$ cat src/design/csem_pkg.sv
// ----------------------------------------------------------------------------
// csem_pkg
// Shared types and constants for the counting semaphore with wait queue.
// ----------------------------------------------------------------------------
`default_nettype none

package csem_pkg;

  localparam int unsigned ID_WIDTH      = 8;
  localparam int unsigned COUNT_WIDTH   = 16;
  localparam int unsigned WAITERS_WIDTH = 5;
  localparam int unsigned STATUS_WIDTH  = 3;
  localparam int unsigned QUEUE_DEPTH   = 16;

  // stream payload widths, padded to whole bytes
  localparam int unsigned IN_TDATA_W  = 8;
  localparam int unsigned OUT_TDATA_W = 32;
  localparam int unsigned OUT_PAD_W   = OUT_TDATA_W - ID_WIDTH - COUNT_WIDTH - WAITERS_WIDTH;

  typedef enum logic {
    OP_DOWN = 1'b0,
    OP_UP   = 1'b1
  } op_e;

  typedef enum logic [STATUS_WIDTH-1:0] {
    ST_GRANTED     = 3'd0,
    ST_QUEUED      = 3'd1,
    ST_WOKEN       = 3'd2,
    ST_INCREMENTED = 3'd3,
    ST_ERROR       = 3'd4
  } status_e;

  typedef struct packed {
    op_e                 op;
    logic [ID_WIDTH-1:0] id;
  } item_t;

endpackage

`default_nettype wire

$ cat src/design/csem_front.sv
// ----------------------------------------------------------------------------
// csem_front
// Takes operations from the input stream, decodes the kind and buffers them
// in a two-entry queue toward the execution side.
// ----------------------------------------------------------------------------
`default_nettype none

module csem_front (
  input  wire logic                             clk_i,
  input  wire logic                             rst_ni,
  input  wire logic                             s_axis_tvalid,
  output logic                                  s_axis_tready,
  input  wire logic [csem_pkg::IN_TDATA_W-1:0]  s_axis_tdata,  // [7:0] requester_id
  input  wire logic                             s_axis_tuser,  // [0] operation
  output logic                                  item_valid_o,
  input  wire logic                             item_ready_i,
  output csem_pkg::item_t                       item_o
);

  localparam int unsigned QDEPTH = 2;

  csem_pkg::item_t buf_q [QDEPTH];
  logic            wr_ptr_q, wr_ptr_d;
  logic            rd_ptr_q, rd_ptr_d;
  logic [1:0]      cnt_q, cnt_d;
  logic            push, pop;
  csem_pkg::item_t in_item;

  always_comb begin
    in_item.op = s_axis_tuser ? csem_pkg::OP_UP : csem_pkg::OP_DOWN;
    in_item.id = s_axis_tdata[csem_pkg::ID_WIDTH-1:0];
  end

  assign s_axis_tready = (cnt_q != 2'(QDEPTH));
  assign item_valid_o  = (cnt_q != 2'd0);
  assign item_o        = buf_q[rd_ptr_q];

  assign push = s_axis_tvalid && s_axis_tready;
  assign pop  = item_valid_o && item_ready_i;

  always_comb begin
    wr_ptr_d = push ? ~wr_ptr_q : wr_ptr_q;
    rd_ptr_d = pop  ? ~rd_ptr_q : rd_ptr_q;
    cnt_d    = cnt_q + 2'(push) - 2'(pop);
  end

  always_ff @(posedge clk_i or negedge rst_ni) begin
    if (!rst_ni) begin
      wr_ptr_q <= 1'b0;
      rd_ptr_q <= 1'b0;
      cnt_q    <= 2'd0;
    end else begin
      wr_ptr_q <= wr_ptr_d;
      rd_ptr_q <= rd_ptr_d;
      cnt_q    <= cnt_d;
    end
  end

  always_ff @(posedge clk_i) begin
    if (push) begin
      buf_q[wr_ptr_q] <= in_item;
    end
  end

endmodule

`default_nettype wire

$ cat src/design/csem_back.sv
// ----------------------------------------------------------------------------
// csem_back
// Executes semaphore operations: count update, wait queue push/pop and the
// registered result stage.
// ----------------------------------------------------------------------------
`default_nettype none

module csem_back #(
  parameter int unsigned QUEUE_DEPTH = csem_pkg::QUEUE_DEPTH
) (
  input  wire logic                               clk_i,
  input  wire logic                               rst_ni,
  input  wire logic                               cfg_we_i,
  input  wire logic [csem_pkg::COUNT_WIDTH-1:0]   cfg_count_i,
  input  wire logic                               item_valid_i,
  output logic                                    item_ready_o,
  input  wire csem_pkg::item_t                    item_i,
  output logic                                    m_axis_tvalid,
  input  wire logic                               m_axis_tready,
  // [7:0] woken_id, [23:8] count_now, [28:24] waiters_now, [31:29] zero
  output logic [csem_pkg::OUT_TDATA_W-1:0]        m_axis_tdata,
  output logic [csem_pkg::STATUS_WIDTH-1:0]       m_axis_tuser  // [2:0] status
);

  localparam int unsigned PTR_W  = (QUEUE_DEPTH > 1) ? $clog2(QUEUE_DEPTH) : 1;
  localparam int unsigned FILL_W = $clog2(QUEUE_DEPTH + 1);
  localparam int unsigned IDW    = csem_pkg::ID_WIDTH;
  localparam int unsigned CW     = csem_pkg::COUNT_WIDTH;
  localparam int unsigned WW     = csem_pkg::WAITERS_WIDTH;

  localparam logic BK_EXEC = 1'b0;
  localparam logic BK_WAKE = 1'b1;

  function automatic logic [PTR_W-1:0] next_ptr(input logic [PTR_W-1:0] p);
    next_ptr = (p == PTR_W'(QUEUE_DEPTH - 1)) ? '0 : p + PTR_W'(1);
  endfunction

  logic [IDW-1:0]    wq_mem [QUEUE_DEPTH];
  logic [IDW-1:0]    rd_q;

  logic              state_q, state_d;
  logic [CW-1:0]     count_q, count_d;
  logic [PTR_W-1:0]  head_q, head_d;
  logic [PTR_W-1:0]  tail_q, tail_d;
  logic [FILL_W-1:0] fill_q, fill_d;

  logic              wq_we;
  logic              res_fire;
  logic              out_free;
  csem_pkg::status_e res_status;
  logic [IDW-1:0]    res_woken;
  logic [FILL_W+WW-1:0] fill_ext;

  logic              out_valid_q;
  csem_pkg::status_e out_status_q;
  logic [IDW-1:0]    out_woken_q;
  logic [CW-1:0]     out_count_q;
  logic [WW-1:0]     out_waiters_q;

  assign out_free = !out_valid_q || m_axis_tready;

  always_comb begin
    state_d      = state_q;
    count_d      = count_q;
    head_d       = head_q;
    tail_d       = tail_q;
    fill_d       = fill_q;
    item_ready_o = 1'b0;
    res_fire     = 1'b0;
    res_status   = csem_pkg::ST_GRANTED;
    res_woken    = '0;
    wq_we        = 1'b0;

    unique case (state_q)
      BK_EXEC: begin
        if (item_valid_i && out_free) begin
          if (item_i.op == csem_pkg::OP_DOWN) begin
            item_ready_o = 1'b1;
            res_fire     = 1'b1;
            priority if (count_q != '0) begin
              count_d    = count_q - CW'(1);
              res_status = csem_pkg::ST_GRANTED;
            end else if (fill_q == FILL_W'(QUEUE_DEPTH)) begin
              res_status = csem_pkg::ST_ERROR;
            end else begin
              wq_we      = 1'b1;
              tail_d     = next_ptr(tail_q);
              fill_d     = fill_q + FILL_W'(1);
              res_status = csem_pkg::ST_QUEUED;
            end
          end else if (fill_q != '0) begin
            // head entry is read into rd_q on this edge
            state_d = BK_WAKE;
          end else begin
            item_ready_o = 1'b1;
            res_fire     = 1'b1;
            if (&count_q) begin
              res_status = csem_pkg::ST_ERROR;
            end else begin
              count_d    = count_q + CW'(1);
              res_status = csem_pkg::ST_INCREMENTED;
            end
          end
        end
      end
      BK_WAKE: begin
        if (out_free) begin
          item_ready_o = 1'b1;
          res_fire     = 1'b1;
          res_status   = csem_pkg::ST_WOKEN;
          res_woken    = rd_q;
          head_d       = next_ptr(head_q);
          fill_d       = fill_q - FILL_W'(1);
          state_d      = BK_EXEC;
        end
      end
    endcase

    // register write acts as creation; the user must write only while idle, the block does not enforce it
    if (cfg_we_i) begin
      count_d = cfg_count_i;
      head_d  = '0;
      tail_d  = '0;
      fill_d  = '0;
      state_d = BK_EXEC;
    end
  end

  assign fill_ext = {{WW{1'b0}}, fill_d};

  always_ff @(posedge clk_i or negedge rst_ni) begin
    if (!rst_ni) begin
      state_q     <= BK_EXEC;
      count_q     <= '0;
      head_q      <= '0;
      tail_q      <= '0;
      fill_q      <= '0;
      out_valid_q <= 1'b0;
    end else begin
      state_q <= state_d;
      count_q <= count_d;
      head_q  <= head_d;
      tail_q  <= tail_d;
      fill_q  <= fill_d;
      if (res_fire) begin
        out_valid_q <= 1'b1;
      end else if (m_axis_tready) begin
        out_valid_q <= 1'b0;
      end
    end
  end

  always_ff @(posedge clk_i) begin
    if (res_fire) begin
      out_status_q  <= res_status;
      out_woken_q   <= res_woken;
      out_count_q   <= count_d;
      out_waiters_q <= fill_ext[WW-1:0];
    end
  end

  // wait queue storage
  always_ff @(posedge clk_i) begin
    if (wq_we) begin
      wq_mem[tail_q] <= item_i.id;
    end
    rd_q <= wq_mem[head_q];
  end

  assign m_axis_tvalid = out_valid_q;
  assign m_axis_tuser  = out_status_q;
  assign m_axis_tdata  = {{csem_pkg::OUT_PAD_W{1'b0}}, out_waiters_q, out_count_q, out_woken_q};

endmodule

`default_nettype wire

$ cat src/design/counting_semaphore_fifo_core.sv
// Path: an accepted operation is registered in the two-entry input buffer, then
// executed into the registered result stage; a wake also passes the wake state,
// which reads the wait queue memory. Throughput: 1 operation per cycle while results
// are taken; an up that wakes a waiter blocks the next one during the wake state.
// Reset: count 0, wait queue empty, no result pending; a register write
// reloads the count and empties the queue.
// ----------------------------------------------------------------------------
// counting_semaphore_fifo_core
// Counting semaphore with a FIFO of waiting requester IDs, stream interface.
// ----------------------------------------------------------------------------
`default_nettype none

module counting_semaphore_fifo_core #(
  parameter int unsigned QUEUE_DEPTH = csem_pkg::QUEUE_DEPTH
) (
  input  wire logic                                clk_i,
  input  wire logic                                rst_ni,
  input  wire logic                                cfg_valid_i,
  output logic                                     cfg_ready_o,
  input  wire logic [csem_pkg::COUNT_WIDTH-1:0]    cfg_data_i,     // initial_count
  input  wire logic                                s_axis_tvalid,
  output logic                                     s_axis_tready,
  input  wire logic [csem_pkg::IN_TDATA_W-1:0]     s_axis_tdata,   // [7:0] requester_id
  input  wire logic                                s_axis_tuser,   // [0] operation
  output logic                                     m_axis_tvalid,
  input  wire logic                                m_axis_tready,
  // [7:0] woken_id, [23:8] count_now, [28:24] waiters_now, [31:29] zero
  output logic [csem_pkg::OUT_TDATA_W-1:0]         m_axis_tdata,
  output logic [csem_pkg::STATUS_WIDTH-1:0]        m_axis_tuser    // [2:0] status
);

  logic            item_valid;
  logic            item_ready;
  csem_pkg::item_t item;

  assign cfg_ready_o = 1'b1;

  csem_front u_front (
    .clk_i         (clk_i),
    .rst_ni        (rst_ni),
    .s_axis_tvalid (s_axis_tvalid),
    .s_axis_tready (s_axis_tready),
    .s_axis_tdata  (s_axis_tdata),
    .s_axis_tuser  (s_axis_tuser),
    .item_valid_o  (item_valid),
    .item_ready_i  (item_ready),
    .item_o        (item)
  );

  csem_back #(
    .QUEUE_DEPTH (QUEUE_DEPTH)
  ) u_back (
    .clk_i         (clk_i),
    .rst_ni        (rst_ni),
    .cfg_we_i      (cfg_valid_i && cfg_ready_o),
    .cfg_count_i   (cfg_data_i),
    .item_valid_i  (item_valid),
    .item_ready_o  (item_ready),
    .item_i        (item),
    .m_axis_tvalid (m_axis_tvalid),
    .m_axis_tready (m_axis_tready),
    .m_axis_tdata  (m_axis_tdata),
    .m_axis_tuser  (m_axis_tuser)
  );

endmodule

`default_nettype wire

$ cat config.mk
export PLATFORM = sky130hd
export DESIGN_NAME = counting_semaphore_fifo_core
export DESIGN_NICKNAME = d
export VERILOG_FILES = /design/src/design/csem_pkg.sv /design/src/design/csem_front.sv /design/src/design/csem_back.sv /design/src/design/counting_semaphore_fifo_core.sv
export SDC_FILE = /design/constraint.sdc
export NUM_CORES = 1
export LEC_CHECK = 0
export BUFFER_PORTS_ARGS = -buffer_cell sky130_fd_sc_hd__buf_2
export CORE_UTILIZATION = 55
export DETAILED_ROUTE_END_ITERATION = 6
export PLACE_DENSITY = 0.74
export SYNTH_ARGS = -nofsm -noshare
export SYNTH_HDL_FRONTEND = slang
export SYNTH_SLANG_ARGS = --single-unit
$ cat constraint.sdc
create_clock -name clk_i -period 3.8 [get_ports clk_i]
set_input_delay 0.19 -clock clk_i [delete_from_list [all_inputs] [get_ports clk_i]]
set_output_delay 0.19 -clock clk_i [all_outputs]
set_load 0.005 [all_outputs]
==> run_results.csv <==
group,metric,value,unit
drt,avgRoutedWirePerCell,22.5,um
timing,drv_slew,0,
worst_setup_path,r2r_start,"u_back.count_q[0]",
timing,hold_viol,0,
logic_synthesis,synth_area_leader_cell,"edfxtp_1",
timing,relSlewSlack,42.9,%
floorplan,die_w,134,um
worst_setup_path,cp_cell_sequence,"inv_1 -> ha_1 -> nor2b_1 -> nand4_4 -> nor4_4 -> nand2_1 -> nor2_1",
floorplan,ios,68,
worst_setup_path,start_kind,"flip-flop",
clock_network,insertion_delay,520,ps
final_layout,stdcell_area,11200,um^2
drt,via_per_inst,6.31,
power,p_per_area,690,nW/um^2
drt,antenna_left,0,
place,dpl.hpwl,14.1,mm
timing,fmax,0.324,GHz
worst_setup_path,slowest_delay,640,ps
global_route,antenna_found_initial,1,
clock_network,cts_tree,"yes",
worst_setup_path,endpoint,"u_back.wq_mem[8][3]",
power,p_leak,0.00391,uW
final_layout,layout-drive-gt1-share,24.9,%
timing,whs,16.7,ps
timing,worstMarginPinSlew,857,ps
place,placed_cell_area,10100,um^2
logic_synthesis,yosys_register_bits,221,
worst_hold_path,worstHoldPathType,"in2reg",
worst_setup_path,crit_slowest_cell,"nor2_1",
floorplan,start_util,57.1,%
power,power_frac_comb,22.0,%
clock_network,ctsResizeCount,0,
timing,finClkSkew,19.6,ps
power,seq_power_share,45.0,%
worst_hold_path,hold_depth,3,
clock_network,cts.hold.buffers_added,23,
floorplan,dieArea,18000,um^2
logic_synthesis,synth_top_cell_area_share,55.7,%
drt,drtIter0Drc,671,
final_layout,fin_nets,753,
worst_setup_path,crit_start,"u_back.count_q[0]",
timing,period_share,81.3,%
clock_network,post_cts_buffers,0,
worst_setup_path,cp-end-kind,"flip-flop",
power,vdd.ir_drop.worst,0.556,mV
global_route,grt_overflow,0,
timing,timing.final.crit_period,3090,ps
drt,firstDrtPassIters,5,
logic_synthesis,ys_top_cells_by_area,"edfxtp_1, mux4_2, dfrtp_1",
clock_network,cts-root-buf,"clkbuf_16",
run,drv_cap,0,
power,switching_power,2300,uW
worst_setup_path,crit_arrival,3230,ps
worst_setup_path,worstPathRequired,3940,ps
power,p_int,5440,uW
global_route,grt_start_max_net_pins,44,
final_layout,fillers,1168,
drt,drt-total-wl,21.4,mm
logic_synthesis,synth_area,9600,um^2
power,netSwitchingFraction,29.7,%
global_route,grt_pass1_wl,32.3,mm
clock_network,cts_max_path_buffers,3,
timing,tns,0,ps
timing,setup_viol,0,
logic_synthesis,synth.most_common_cell,"edfxtp_1",
clock_network,cts.reportedPaths.clkPinSlew,60,ps
global_route,grt.total_usage,24.1,%
floorplan,rows,47,
place,gp_congestion,0.904,
final_layout,area_delta_synth_final,16.8,%
clock_network,cts_buffers,24,
logic_synthesis,synth-edff-count,178,
worst_setup_path,crit_type,"reg2reg",
outcome,status,"finished, final reports clean",
logic_synthesis,synthFlopType,"edfxtp_1",
place,io_buffers,63,
logic_synthesis,synthDistinctLibCells,66,
logic_synthesis,ys_seq_area_share,66.5,%
final_layout,num_antenna_cells,0,
drt,drc_errors,0,
worst_setup_path,r2r_cells,7,
worst_setup_path,cp_max_fo,8,
clock_network,cts_sinks,221,
logic_synthesis,synth_common_cells,"edfxtp_1, mux4_2, nand2_1",
power,clkPwrFrac,33.0,%
floorplan,coreArea,16800,um^2
logic_synthesis,async_reset_ff_share,15.8,%
worst_setup_path,regToRegEndpoint,"u_back.wq_mem[8][3]",
worst_setup_path,rrSetupSlack,710,ps
logic_synthesis,ys.warnings.count,0,
timing,rsz0062_at_grt,"no",
drt,num_vias,5981,
power,finalPower,7740,uW
floorplan,dieHeight,134,um
global_route,grt_pass1_vias,5915,
logic_synthesis,synthCells,624,
logic_synthesis,syn_area_per_cell,15.4,um^2
clock_network,htreeDepth,1,
layer usage:
layer	part of all wire, %	track usage [%]	wire (um)	vias up
met3	7.8	4.99	1660	50
met4	2.7	8.24	584	2
met5	0.061	0	13	-
met1	41	32.5	8710	2976
met2	49	39.4	10400	310
li1	-	-	-	2643
cells by family after synthesis:
family                     count (synthesis)  share of synthesized area [%]
other                                      2                         0.0783
DFF                                      221                           66.5
muxes                                     56                           11.2
xor gates and xnor gates                   6                          0.548
and+or+nand+nor                          191                           11.4
adders and majority gates                 13                           1.69
buffers and inverters                     54                           2.50
AOI/OAI and AO/OA                         81                           6.04
critical path: cells and delay by family, from the launching register on:
kind | cells | cell delay [ps]
and+or+nand+nor | 5 | 1970
adders and majority gates | 1 | 160
buffers and inverters | 1 | 130
DFF | 1 | 440
state kept, by name, summed over array words and instances, names as in the netlist, 3 cells and up:
signal                count
u_back.out_woken_q        8
u_back.m_axis_tuser       3
u_back.tail_q             4
u_back.out_count_q       16
u_back.out_waiters_q      5
u_back.count_q           16
u_back.fill_q             5
u_front.buf_q            18
u_back.rd_q               8
u_back.head_q             4
u_back.wq_mem           128
power by group through the flow:
stage	clock network (uW)	registers (uW)	logic [uW]
finish	2550	3490	1700
global route	2650	3530	1860
CTS	2570	3480	1700
detailed placement	0	3530	1670
global placement	0	3510	1620
floorplan	0	3430	1120
placed cells by master, fill, tap and decap left out, drive strengths merged, types with 4 or more instances in the layout:
cell	count
edfxtp	178
buf	75
mux4	40
nand2	38
dfrtp	35
nor2	32
clkbuf	26
dlygate4sd3	23
nor3	23
nand3	22
a21oi	16
nand4	15
inv	14
and3	13
ha	13
mux2	11
o21ai	11
nor4	9
clkinv	9
a31oi	8
dfxtp	8
nor2b	7
and4	7
a2111o	6
bufinv	6
or3	6
a22oi	5
or4	5
mux2i	5
o21a	4
o31ai	4
conb	4
worst min-delay path by stage:
stage / start / to / slack (ps)
3_5_place_dp: rst_ni / u_back.count_q[6] / 340
2_1_floorplan: rst_ni / u_back.count_q[0] / -110
3_3_place_gp: rst_ni / u_back.count_q[8] / 340
4_1_cts: s_axis_tvalid / u_front.wr_ptr_q / 8
5_1_grt: s_axis_tvalid / u_front.wr_ptr_q / 20
6_report: s_axis_tvalid / u_front.wr_ptr_q / 20
cell type report:
cell class | count | area, um^2 | share of cell area [%]
clock buffers | 26 | 629 | 5.61
clock inverters | 18 | 253 | 2.25
inverters | 14 | 52.6 | 0.469
multi-input cells | 351 | 2980 | 26.6
flip-flops and latches | 221 | 6380 | 56.9
well taps | 220 | 275 | 2.46
repair buffers | 98 | 636 | 5.67
stage by stage:
stage,setup WS (ps),cells,utilization (%)
after floorplan,1080,626,-
after global placement,907,881,60.0
after detailed placement,772,881,60.0
after CTS,715,948,66.7
after global routing,471,948,66.7
final,709,948,66.7
(Power assumes the default switching activity.)
